**config.mk**
```make
export PLATFORM = sky130hd
export DESIGN_NAME = bencode_stream_tokenizer
export DESIGN_NICKNAME = d
export VERILOG_FILES = /design/src/bst_pkg.sv /design/src/bencode_stream_tokenizer.sv
export SDC_FILE = /design/constraint.sdc
export NUM_CORES = 1
export LEC_CHECK = 0
export ABC_AREA = 0
export BUFFER_PORTS_ARGS = -buffer_cell sky130_fd_sc_hd__buf_2
export CAP_MARGIN = 10
export CORE_AREA = 4 4 151 153
export CTS_CLUSTER_SIZE = 28
export DETAILED_ROUTE_END_ITERATION = 10
export DIE_AREA = 0 0 155 157
export PLACE_DENSITY = 0.81
export SLEW_MARGIN = 30
export SYNTH_ARGS = -nofsm -noshare
export SYNTH_HDL_FRONTEND = slang
export SYNTH_SLANG_ARGS = --single-unit
```
**constraint.sdc**
```tcl
create_clock -name clk -period 5.83 [get_ports clk]
set_input_delay 0.8745 -clock clk [delete_from_list [all_inputs] [get_ports clk]]
set_output_delay 0.8745 -clock clk [all_outputs]
set_load 0.01 [all_outputs]
```
**src/bst_pkg.sv**
```systemverilog
// ----------------------------------------------------------------------------
// Bencode stream tokenizer package
// Widths, character codes, error codes, clamp constants, phase and token kind types.
// ----------------------------------------------------------------------------
package bst_pkg;

  localparam int MAX_DEPTH  = 32;
  localparam int DEPTH_W    = $clog2(MAX_DEPTH + 1);
  localparam int SIDX_W     = (MAX_DEPTH > 1) ? $clog2(MAX_DEPTH) : 1;
  localparam int NEST_W     = 6;
  localparam int VALUE_W    = 33;
  localparam int ACC_W      = 32;
  localparam int KIND_W     = 3;
  localparam int OUT_DATA_W = ((VALUE_W + NEST_W + 7) / 8) * 8;
  localparam int PAD_W      = OUT_DATA_W - VALUE_W - NEST_W;

  localparam logic [ACC_W-1:0] CLAMP_LIMIT = 32'd214748364;
  localparam logic [ACC_W-1:0] CLAMP_VALUE = 32'd2147483647;

  localparam logic [7:0] CH_I     = 8'h69;  // 'i'
  localparam logic [7:0] CH_E     = 8'h65;  // 'e'
  localparam logic [7:0] CH_COLON = 8'h3a;  // ':'
  localparam logic [7:0] CH_MINUS = 8'h2d;  // '-'
  localparam logic [7:0] CH_L     = 8'h6c;  // 'l'
  localparam logic [7:0] CH_D     = 8'h64;  // 'd'
  localparam logic [7:0] CH_0     = 8'h30;  // '0'
  localparam logic [7:0] CH_9     = 8'h39;  // '9'

  localparam logic [1:0] ERR_BAD_BYTE  = 2'd0;
  localparam logic [1:0] ERR_TRUNCATED = 2'd1;
  localparam logic [1:0] ERR_NEG_LEN   = 2'd2;
  localparam logic [1:0] ERR_OVERFLOW  = 2'd3;

  typedef enum logic [2:0] {
    PH_IDLE,
    PH_INT_SIGN,
    PH_INT_DIGITS,
    PH_STR_LEN,
    PH_STR_BODY
  } phase_t;

  typedef enum logic [KIND_W-1:0] {
    TK_INT   = 3'd0,
    TK_HDR   = 3'd1,
    TK_SBYTE = 3'd2,
    TK_LIST  = 3'd3,
    TK_DICT  = 3'd4,
    TK_CLOSE = 3'd5,
    TK_ERR   = 3'd6
  } kind_t;

endpackage

```
**src/bencode_stream_tokenizer.sv**
```systemverilog
// ----------------------------------------------------------------------------
// Bencode stream tokenizer
// Turns a bencoded byte stream into integer, string and container tokens.
// ----------------------------------------------------------------------------
// Takes one byte per cycle while the token output is not stalled, and gives at
// most one token per byte. A byte passes an input register, then one decode
// step against the parser state loads the result register. Integers come out
// at their closing 'e', string headers at the ':', then one token per string
// byte; opens and closes carry the nesting depth. Numbers clamp to
// +/-2147483647 once past 214748364. Any error gives one error token and the
// block then swallows input silently until reset. No clearing pass after
// reset; the container stack holds its kinds without reset.
module bencode_stream_tokenizer import bst_pkg::*; (
  input  logic                  clk,
  input  logic                  rst_n,
  input  logic                  in_tvalid,
  output logic                  in_tready,
  input  logic [7:0]            in_tdata,   // data_byte[7:0]
  input  logic                  in_tlast,   // last_byte
  output logic                  out_tvalid,
  input  logic                  out_tready,
  output logic [OUT_DATA_W-1:0] out_tdata,  // token_value[32:0], nest_depth[38:33], pad
  output logic [KIND_W-1:0]     out_tuser   // token_kind[2:0]
);

  // input stage
  logic                      s0_vld_r;
  logic [7:0]                s0_byte_r;
  logic                      s0_last_r;

  // parser state
  phase_t                    phase_r, phase_nxt;
  logic [ACC_W-1:0]          acc_r, acc_nxt;
  logic                      neg_r, neg_nxt;
  logic                      clamp_r, clamp_nxt;
  logic [ACC_W-1:0]          left_r, left_nxt;
  logic [DEPTH_W-1:0]        depth_r, depth_nxt;
  logic                      err_r;
  logic [MAX_DEPTH-1:0]      stack_r;

  // result stage
  logic                      out_vld_r;
  kind_t                     out_kind_r;
  logic signed [VALUE_W-1:0] out_value_r;
  logic [NEST_W-1:0]         out_depth_r;

  logic                      adv, proc;
  logic                      is_digit;
  logic [3:0]                dig_val;
  logic [ACC_W-1:0]          acc_base, acc_dig;
  logic                      clamp_base, clamp_dig;
  logic                      tok_have, tok_err, push;
  kind_t                     tok_kind;
  logic signed [VALUE_W-1:0] tok_value;
  logic [VALUE_W-1:0]        acc_ext;
  logic [SIDX_W-1:0]         push_idx, pop_idx;

  assign adv       = !out_vld_r || out_tready;
  assign proc      = s0_vld_r && adv;
  assign in_tready = !s0_vld_r || adv;

  assign is_digit = (s0_byte_r >= CH_0) && (s0_byte_r <= CH_9);
  assign dig_val  = 4'(s0_byte_r - CH_0);
  assign acc_ext  = {1'b0, acc_r};
  assign push_idx = SIDX_W'(depth_r);
  assign pop_idx  = SIDX_W'(depth_r - DEPTH_W'(1));

  // a digit in idle starts a fresh number
  assign acc_base   = (phase_r == PH_IDLE) ? '0 : acc_r;
  assign clamp_base = (phase_r == PH_IDLE) ? 1'b0 : clamp_r;

  always_comb begin
    acc_dig   = acc_base;
    clamp_dig = clamp_base;
    if (!clamp_base) begin
      if (acc_base > CLAMP_LIMIT) begin
        clamp_dig = 1'b1;
        acc_dig   = CLAMP_VALUE;
      end else begin
        acc_dig = (acc_base << 3) + (acc_base << 1) + ACC_W'(dig_val);
      end
    end
  end

  // next phase
  always_comb begin
    phase_nxt = phase_r;
    case (phase_r)
      PH_IDLE: begin
        if (s0_byte_r == CH_I) begin
          phase_nxt = PH_INT_SIGN;
        end else if (is_digit) begin
          phase_nxt = PH_STR_LEN;
        end
      end
      PH_INT_SIGN, PH_INT_DIGITS: begin
        if ((s0_byte_r == CH_MINUS && phase_r == PH_INT_SIGN) || is_digit) begin
          phase_nxt = PH_INT_DIGITS;
        end else if (s0_byte_r == CH_E) begin
          phase_nxt = PH_IDLE;
        end
      end
      PH_STR_LEN: begin
        if (!is_digit && s0_byte_r == CH_COLON) begin
          phase_nxt = (acc_r == '0) ? PH_IDLE : PH_STR_BODY;
        end
      end
      PH_STR_BODY: begin
        if (left_r <= ACC_W'(1)) begin
          phase_nxt = PH_IDLE;
        end
      end
      default: phase_nxt = PH_IDLE;
    endcase
  end

  // token and datapath
  always_comb begin
    tok_have  = 1'b0;
    tok_err   = 1'b0;
    tok_kind  = TK_INT;
    tok_value = '0;
    acc_nxt   = acc_r;
    neg_nxt   = neg_r;
    clamp_nxt = clamp_r;
    left_nxt  = left_r;
    depth_nxt = depth_r;
    push      = 1'b0;
    case (phase_r)
      PH_IDLE: begin
        if (s0_byte_r == CH_I) begin
          acc_nxt   = '0;
          neg_nxt   = 1'b0;
          clamp_nxt = 1'b0;
        end else if (is_digit) begin
          acc_nxt   = acc_dig;
          clamp_nxt = clamp_dig;
          neg_nxt   = 1'b0;
        end else if (s0_byte_r inside {CH_L, CH_D}) begin
          if (depth_r >= DEPTH_W'(MAX_DEPTH)) begin
            tok_err   = 1'b1;
            tok_value = VALUE_W'(ERR_OVERFLOW);
          end else begin
            push      = 1'b1;
            depth_nxt = depth_r + DEPTH_W'(1);
            tok_have  = 1'b1;
            tok_kind  = (s0_byte_r == CH_D) ? TK_DICT : TK_LIST;
          end
        end else if (s0_byte_r == CH_E) begin
          // close at depth zero is dropped
          if (depth_r != '0) begin
            depth_nxt = depth_r - DEPTH_W'(1);
            tok_have  = 1'b1;
            tok_kind  = TK_CLOSE;
            tok_value = VALUE_W'(stack_r[pop_idx]);
          end
        end else if (s0_byte_r == CH_MINUS) begin
          tok_err   = 1'b1;
          tok_value = VALUE_W'(ERR_NEG_LEN);
        end else begin
          tok_err   = 1'b1;
          tok_value = VALUE_W'(ERR_BAD_BYTE);
        end
      end
      PH_INT_SIGN, PH_INT_DIGITS: begin
        if (s0_byte_r == CH_MINUS && phase_r == PH_INT_SIGN) begin
          neg_nxt = 1'b1;
        end else if (is_digit) begin
          acc_nxt   = acc_dig;
          clamp_nxt = clamp_dig;
        end else if (s0_byte_r == CH_E) begin
          tok_have  = 1'b1;
          tok_kind  = TK_INT;
          tok_value = neg_r ? -acc_ext : acc_ext;
        end else begin
          tok_err   = 1'b1;
          tok_value = VALUE_W'(ERR_BAD_BYTE);
        end
      end
      PH_STR_LEN: begin
        if (is_digit) begin
          acc_nxt   = acc_dig;
          clamp_nxt = clamp_dig;
        end else if (s0_byte_r == CH_COLON) begin
          tok_have  = 1'b1;
          tok_kind  = TK_HDR;
          tok_value = acc_ext;
          left_nxt  = acc_r;
        end else begin
          tok_err   = 1'b1;
          tok_value = VALUE_W'(ERR_BAD_BYTE);
        end
      end
      PH_STR_BODY: begin
        tok_have  = 1'b1;
        tok_kind  = TK_SBYTE;
        tok_value = VALUE_W'(s0_byte_r);
        if (left_r != '0) begin
          left_nxt = left_r - ACC_W'(1);
        end
      end
      default: begin
        tok_err   = 1'b1;
        tok_value = VALUE_W'(ERR_BAD_BYTE);
      end
    endcase

    // buffer ends with a value or a container still open
    if (!tok_err && s0_last_r && (phase_nxt != PH_IDLE || depth_nxt != '0)) begin
      tok_err   = 1'b1;
      tok_value = VALUE_W'(ERR_TRUNCATED);
    end
    if (tok_err) begin
      tok_have = 1'b1;
      tok_kind = TK_ERR;
    end
  end

  always_ff @(posedge clk) begin
    if (!rst_n) begin
      s0_vld_r <= 1'b0;
    end else if (in_tready) begin
      s0_vld_r <= in_tvalid;
    end
  end

  always_ff @(posedge clk) begin
    if (in_tready && in_tvalid) begin
      s0_byte_r <= in_tdata;
      s0_last_r <= in_tlast;
    end
  end

  always_ff @(posedge clk) begin
    if (!rst_n) begin
      phase_r <= PH_IDLE;
      acc_r   <= '0;
      neg_r   <= 1'b0;
      clamp_r <= 1'b0;
      left_r  <= '0;
      depth_r <= '0;
      err_r   <= 1'b0;
    end else if (proc && !err_r) begin
      phase_r <= phase_nxt;
      acc_r   <= acc_nxt;
      neg_r   <= neg_nxt;
      clamp_r <= clamp_nxt;
      left_r  <= left_nxt;
      depth_r <= depth_nxt;
      err_r   <= tok_err;
    end
  end

  always_ff @(posedge clk) begin
    if (proc && !err_r && push) begin
      stack_r[push_idx] <= (s0_byte_r == CH_D);
    end
  end

  always_ff @(posedge clk) begin
    if (!rst_n) begin
      out_vld_r <= 1'b0;
    end else if (adv) begin
      out_vld_r <= proc && !err_r && tok_have;
    end
  end

  always_ff @(posedge clk) begin
    if (proc && !err_r && tok_have) begin
      out_kind_r  <= tok_kind;
      out_value_r <= tok_value;
      out_depth_r <= NEST_W'(depth_nxt);
    end
  end

  assign out_tvalid = out_vld_r;
  assign out_tdata  = {{PAD_W{1'b0}}, out_depth_r, out_value_r};
  assign out_tuser  = out_kind_r;

endmodule

```
Word-level counts from Yosys, hierarchy flattened:

Cells that the tools add are included.

* register bits: 161
* bits of input ports: 13
* output and inout port bits: 45
* word-level logic and storage cells: 174

* add/sub/neg operators: 7
* magnitude comparators: 8
* equality and inequality tests: 16
* multiplexer cells: 94
* reductions and logical operators: 34

Operators with widths (number)
* 32-bit 2-to-1 mux: 11
* 33-bit 2-to-1 mux: 8
* 33-bit one-hot mux with 4 select lines: 1
* 32-bit one-hot mux with 3 select lines: 1
* 32-bit one-hot mux with 2 select lines: 1
* 3-bit 2-to-1 mux: 14
* 6-bit 2-to-1 mux: 7
* 1-bit 2-to-1 mux: 40
* 32-bit negator with 33-bit output: 1
* 32-bit adder: 1
* 32-bit by 4-bit adder with 32-bit output: 1
* 32-bit bitwise mux: 1
* 8-bit by 7-bit equality test with 1-bit output (second input constant): 4
* 32-bit by 28-bit > comparator with 1-bit output (second input constant): 1
* 32-bit by 1-bit less-or-equal comparator with 1-bit output (second input constant): 1
* 32-bit zero test: 1
* 32-bit nonzero test: 1
* 32-bit by 1-bit subtractor with 32-bit output (second input constant): 1
* 8-bit by 6-bit equality test with 1-bit output (second input constant): 2
* 5-bit by 6-bit < comparator with 1-bit output (second input constant): 2
* 3-bit one-hot mux with 4 select lines: 1
* 6-bit nonzero test: 2
* 1-bit logical AND: 11
* 2-bit != test (second input constant): 5
* 27 further kinds: 40

Longest topological paths before layout:

* word-level depth: 13
* mapped depth: 18
* mapped depth without buffers: 15

Worst setup path before layout:

No wires, ideal clock.

* kind: register to register
* from: register depth_r[0]
* to: register out_depth_r[0], enable pin
* library setup time: 0.415 ns
* data arrival time: 4.399 ns
* required time: 5.415 ns
* setup slack: 1.016 ns
* stages on the path, launching flop included: 13
* path buffers: 2
* clock period less this slack: 4.814 ns
* cells stage by stage: dfxtp_1 > clkbuf_1 > buf_1 > inv_1 > ha_1 > nor2b_1 > a2111oi_0 > o211ai_1 > xnor2_1 > nor4_1 > a41oi_2 > nor3b_2 > a21oi_2

* longest elaborated chain between the ends: 13
* elaborated cells on any way between the ends: 31
* classes of those cells: add/sub: 2; order compare: 1; mux: 21; reduce/logical: 7

Ends and longest elaborated chain
* start: declaration: RTL line bencode_stream_tokenizer.sv:37 `logic [DEPTH_W-1:0] depth_r, depth_nxt;`
* start signal: assignment: RTL line bencode_stream_tokenizer.sv:249 `depth_r <= depth_nxt;`
* 6-bit by 1-bit subtractor with 6-bit output / 6-bit nonzero test (equally long branches): RTL line bencode_stream_tokenizer.sv:152, bencode_stream_tokenizer.sv:151
* 6-bit 2-to-1 mux: RTL line bencode_stream_tokenizer.sv:151 `if (depth_r != '0) begin`
* 6-bit 2-to-1 mux: RTL line bencode_stream_tokenizer.sv:149 `end else if (s0_byte_r == CH_E) begin`
* 6-bit 2-to-1 mux: RTL line bencode_stream_tokenizer.sv:139 `end else if (s0_byte_r inside {CH_L, CH_D}) begin`
* 6-bit 2-to-1 mux: RTL line bencode_stream_tokenizer.sv:135 `end else if (is_digit) begin`
* 6-bit 2-to-1 mux: RTL line bencode_stream_tokenizer.sv:131 `if (s0_byte_r == CH_I) begin`
* 6-bit 2-to-1 mux *: RTL line bencode_stream_tokenizer.sv:129 `case (phase_r)`
* via depth_nxt[0]: RTL line bencode_stream_tokenizer.sv:37
* 6-bit nonzero test *: RTL line bencode_stream_tokenizer.sv:209 `if (!tok_err && s0_last_r && (phase_nxt != PH_IDLE || depth_nxt != '0)) begin`
* 1-bit logical OR *: RTL line bencode_stream_tokenizer.sv:209
* 1-bit logical AND *: RTL line bencode_stream_tokenizer.sv:209
* 1-bit 2-to-1 mux *: RTL line bencode_stream_tokenizer.sv:209
* 1-bit 2-to-1 mux *: RTL line bencode_stream_tokenizer.sv:213 `if (tok_err) begin`
* 1-bit logical AND *: RTL line bencode_stream_tokenizer.sv:269 `if (proc && !err_r && tok_have) begin`
* end signal: assignment: RTL line bencode_stream_tokenizer.sv:272 `out_depth_r <= NEST_W'(depth_nxt);`
* end: declaration: RTL line bencode_stream_tokenizer.sv:45 `logic [NEST_W-1:0] out_depth_r;`

The timed path passes the listed nets; every way through them passes the cells marked *.
A chain may end at the register's enable or synchronous reset.

Final worst setup path:

* from: register phase_r[2]
* to: register acc_r[27]

* longest elaborated chain between the ends: 9
* elaborated cells on any way between the ends: 20
* classes of those cells: add/sub: 2; order compare: 1; eq/ne: 4; mux: 8; reduce/logical: 5

Ends and longest elaborated chain
* start: declaration: RTL line bencode_stream_tokenizer.sv:32 `phase_t phase_r, phase_nxt;`
* start signal: assignment: RTL line bencode_stream_tokenizer.sv:244 `phase_r <= phase_nxt;`
* 3-bit zero test: RTL line bencode_stream_tokenizer.sv:69, bencode_stream_tokenizer.sv:70, bencode_stream_tokenizer.sv:129
* 32-bit 2-to-1 mux: RTL line bencode_stream_tokenizer.sv:69 `assign acc_base = (phase_r == PH_IDLE) ? '0 : acc_r;`
* 32-bit adder: RTL line bencode_stream_tokenizer.sv:80 `acc_dig = (acc_base << 3) + (acc_base << 1) + ACC_W'(dig_val);`
* 32-bit by 4-bit adder with 32-bit output: RTL line bencode_stream_tokenizer.sv:80
* 32-bit 2-to-1 mux: RTL line bencode_stream_tokenizer.sv:76 `if (acc_base > CLAMP_LIMIT) begin`
* 32-bit 2-to-1 mux: RTL line bencode_stream_tokenizer.sv:75 `if (!clamp_base) begin`
* 32-bit 2-to-1 mux: RTL line bencode_stream_tokenizer.sv:135, bencode_stream_tokenizer.sv:168, bencode_stream_tokenizer.sv:181
* 32-bit 2-to-1 mux, on equally long branches: RTL line bencode_stream_tokenizer.sv:166, bencode_stream_tokenizer.sv:131
* 32-bit one-hot mux with 3 select lines: RTL line bencode_stream_tokenizer.sv:129
* end signal: assignment: RTL line bencode_stream_tokenizer.sv:245 `acc_r <= acc_nxt;`
* end: declaration: RTL line bencode_stream_tokenizer.sv:33 `logic [ACC_W-1:0] acc_r, acc_nxt;`

Parallel ways exist; a longest one is shown, timed or not. The select of a mux whose other input is x is not followed.

==> impl_metrics.csv <==
group,metric,value,unit
run_status,status,"finished clean",
route,viasPerCell,6.431,
clocking,clk_pin_slew,0.07,ns
setup_path,r2r_end,"acc_r[27]",
route,routed_wl,31.50,mm
synthesis,synth_fp_nets,1449,
route,detail-route-antenna-nets,0,
setup_path,crit_path_start_kind,"flip-flop",
synthesis,synth_top_cell_area_share,0.2207,
setup_path,cp.arrival,5.07,ns
power_and_ir_drop,ir_worst_vdd,192.9,uV
sta,period_needed,4.714,ns
die,num_rows,54,
clocking,numCtsBuffers,17,
cells_and_area,area_growth,8.743,%
synthesis,netlist.top_cell.by_area,"edfxtp_1",
setup_path,cp_num_buf_inv,0,
min_path,holdCritStartpoint,"left_r[25]",
die,core_region_area,21550,um2
sta,max_slew_margin,0.3428,
sta,grt_setup_unrepaired,"no",
route,drt_pass1_iterations,6,
cells_and_area,layout-drive-gt1-share,0.1098,
die,die_w,155,um
setup_path,critical_path_class,"flip-flop to flip-flop",
global_routing,grt_pass1_vias,9797,
cells_and_area,nNetsFinal,1443,
synthesis,postSynthCellCount,1368,
route,vias,10640,
die,ios,58,
setup_path,critPathTopFamily,"simple AND/OR/NAND/NOR gates",
global_routing,grt_start_max_net_pins,64,
cells_and_area,fin_util,0.5697,
synthesis,async_reset_ff_frac,0,
synthesis,synthTopCellsByArea,"edfxtp_1, dfxtp_1, ha_1",
setup_path,reg2reg_depth,14,
power_and_ir_drop,p_per_area,216.7,nW/um2
setup_path,crit_path_end,"acc_r[27]",
global_routing,antenna_found_initial,0,
global_routing,grt_pass1_wl,51.40,mm
synthesis,synth_ff_type,"edfxtp_1",
sta,finalCritPeriodShare,0.8086,
power_and_ir_drop,p_int,1885,uW
sta,hold_viol,0,
sta,fmax,212.1,MHz
sta,setup_tns,0,ns
clocking,cts_setup_buffers,0,
setup_path,slowest_stage,"or3_1",
setup_path,worst_path_largest_cell_delay,0.82,ns
place,placed_cell_area,11670,um2
power_and_ir_drop,comb_power_share,0.101,
sta,setup_viol,0,
setup_path,cpMostUsedCell,"ha_1",
power_and_ir_drop,swShare,0.2915,
die,die_h,157,um
synthesis,synth_warnings,0,
die,dieArea,24340,um2
power_and_ir_drop,power.leakage,0.004696,uW
synthesis,syn_avg_cell_area,8.254,um2
global_routing,grt-ovfl-total,0,
place,portBuffers,56,
sta,drv_slew,0,
setup_path,path_depth,14,
route,routedWlPerCell,19.03,um
synthesis,synth-seq-cells,161,
min_path,hold_path.class,"flip-flop to flip-flop",
clocking,cts_buffer_depth,2,
clocking,clock-sinks,161,
power_and_ir_drop,netSwitchingPower,775.4,uW
synthesis,synth_common_cells,"nor2_1, a21oi_1, nand2_1, o21ai_0, edfxtp_1",
sta,tightest_slew,0.9858,ns
clocking,tritoncts,"yes",
synthesis,synth_cell_types,83,
place,place_hpwl,22.40,mm
global_routing,track_usage,0.2574,
route,drc,0,
sta,skew,0.01235,ns
cells_and_area,final_area,12280,um2
setup_path,startpoint,"phase_r[2]",
synthesis,synth_edf_count,83,
power_and_ir_drop,seq_power_share,0.469,
synthesis,yosysMostFrequentCell,"nor2_1",
synthesis,syn-cell-area,11290,um2
clocking,clk_latency,0.44,ns
setup_path,reg2reg_slack,1.12,ns
clocking,postCtsHoldBufs,0,
cells_and_area,diodes,0,
die,initial_utilization,0.5239,
clocking,h-tree-depth,4,
route,drt-initial-drc-count,1158,
place,gp_congestion,0.9252,
clocking,cts-root-buf,"clkbuf_16",
sta,worst_hold_slack,0.4847,ns
power_and_ir_drop,clkPwrFrac,0.430,
synthesis,ys_seq_area_frac,0.3590,
setup_path,crit_path_cell_trace,"or3_1, and2_1, ha_1, a21o_1, ha_1, nand3_1, nor2_1, o21ai_0, a2111oi_1, o2111ai_1, a21boi_0, a221oi_1, and3_1, nor3_1",
setup_path,worst_setup_path_end_kind,"flip-flop",
setup_path,rr_startpoint,"phase_r[2]",
run,drv_cap,0,
setup_path,worstPathMaxFanout,35,
clocking,cts-resized-gates,0,
setup_path,required,6.19,ns
metrics by stage:
stage	cells	worst slack, ns	total power [uW]
floorplan	1368	1.016	1448
global placement	1623	1.076	1530
detailed placement	1623	1.078	1534
CTS	1655	1.053	2653
global route	1655	0.7510	2735
finish	1655	1.116	2660
per-layer routing:
metal,vias to the layer above,wire length (um),track usage
met5,-,0,0
met2,581,14130,0.4055
met3,57,2921,0.04014
li1,5061,-,-
met1,4944,13780,0.3667
met4,0,669,0.07990
tightest hold or removal path: stages, from the launching register on:
cell     delay [ns]
dfxtp_1        0.33
inv_1          0.06
a21oi_1        0.05
state kept, by name (all words and copies together), names as in the netlist, 6 cells and up:
register,count
out_value_r,33
acc_r,32
left_r,32
stack_r,32
s0_byte_r,8
depth_r,6
out_depth_r,6
worst min path at each step:
stage,depth (start not counted),to
floorplan,2,err_r
global placement,2,err_r
detailed placement,2,left_r[10]
CTS,2,left_r[10]
global route,2,left_r[25]
finish,2,left_r[25]
cell type report:
class,instances,area (um2)
Timing Repair Buffer,72,400.4
Inverter,28,105.1
Fill cell,1854,9275
Multi-Input combinational cell,1082,6766
Clock buffer,17,425.4
Clock inverter,15,176.4
Tap cell,280,350.3
Sequential cell,161,4054
cells in the final DEF, fill, tap and decap left out, types with 12 or more instances in the layout:
cell type	synthesis	routed
a211oi_1	21	21
inv_1	28	27
nor2_1	179	179
and2_1	39	38
nor4_1	13	13
a21o_1	16	16
or3_1	17	17
xnor2_1	22	22
clkbuf_16	0	17
o21ai_0	99	99
nand2b_1	13	13
a21oi_1	141	141
buf_2	9	56
nand4_1	12	12
dfxtp_1	78	78
edfxtp_1	83	83
nand3_1	35	35
o211ai_1	14	14
nor3_1	41	38
nand2_1	137	136
buf_4	1	16
ha_1	67	67
o31ai_1	16	16
cells by family (layout without fill, tap and decap cells):
kind of cell | after synthesis | in the layout | share of synthesized area
other | 1 | 1 | 0.0003321
xor gates and xnor gates | 32 | 32 | 0.02482
buffers and inverters | 125 | 132 | 0.04422
DFF | 161 | 161 | 0.3590
adders and majority gates | 68 | 68 | 0.07602
muxes | 13 | 13 | 0.02261
and+or+nand+nor | 553 | 553 | 0.2376
AOI/OAI and AO/OA | 415 | 415 | 0.2354
power groups by stage:
stage                     clock network (uW)  logic [uW]  registers [uW]
after floorplan                            0         183            1270
after global routing                    1190         292            1250
final                                   1140         269            1250
after detailed placement                   0         262            1270
after CTS                               1140         263            1250
after global placement                     0         258            1270
Power figures use the tool's default switching activity.
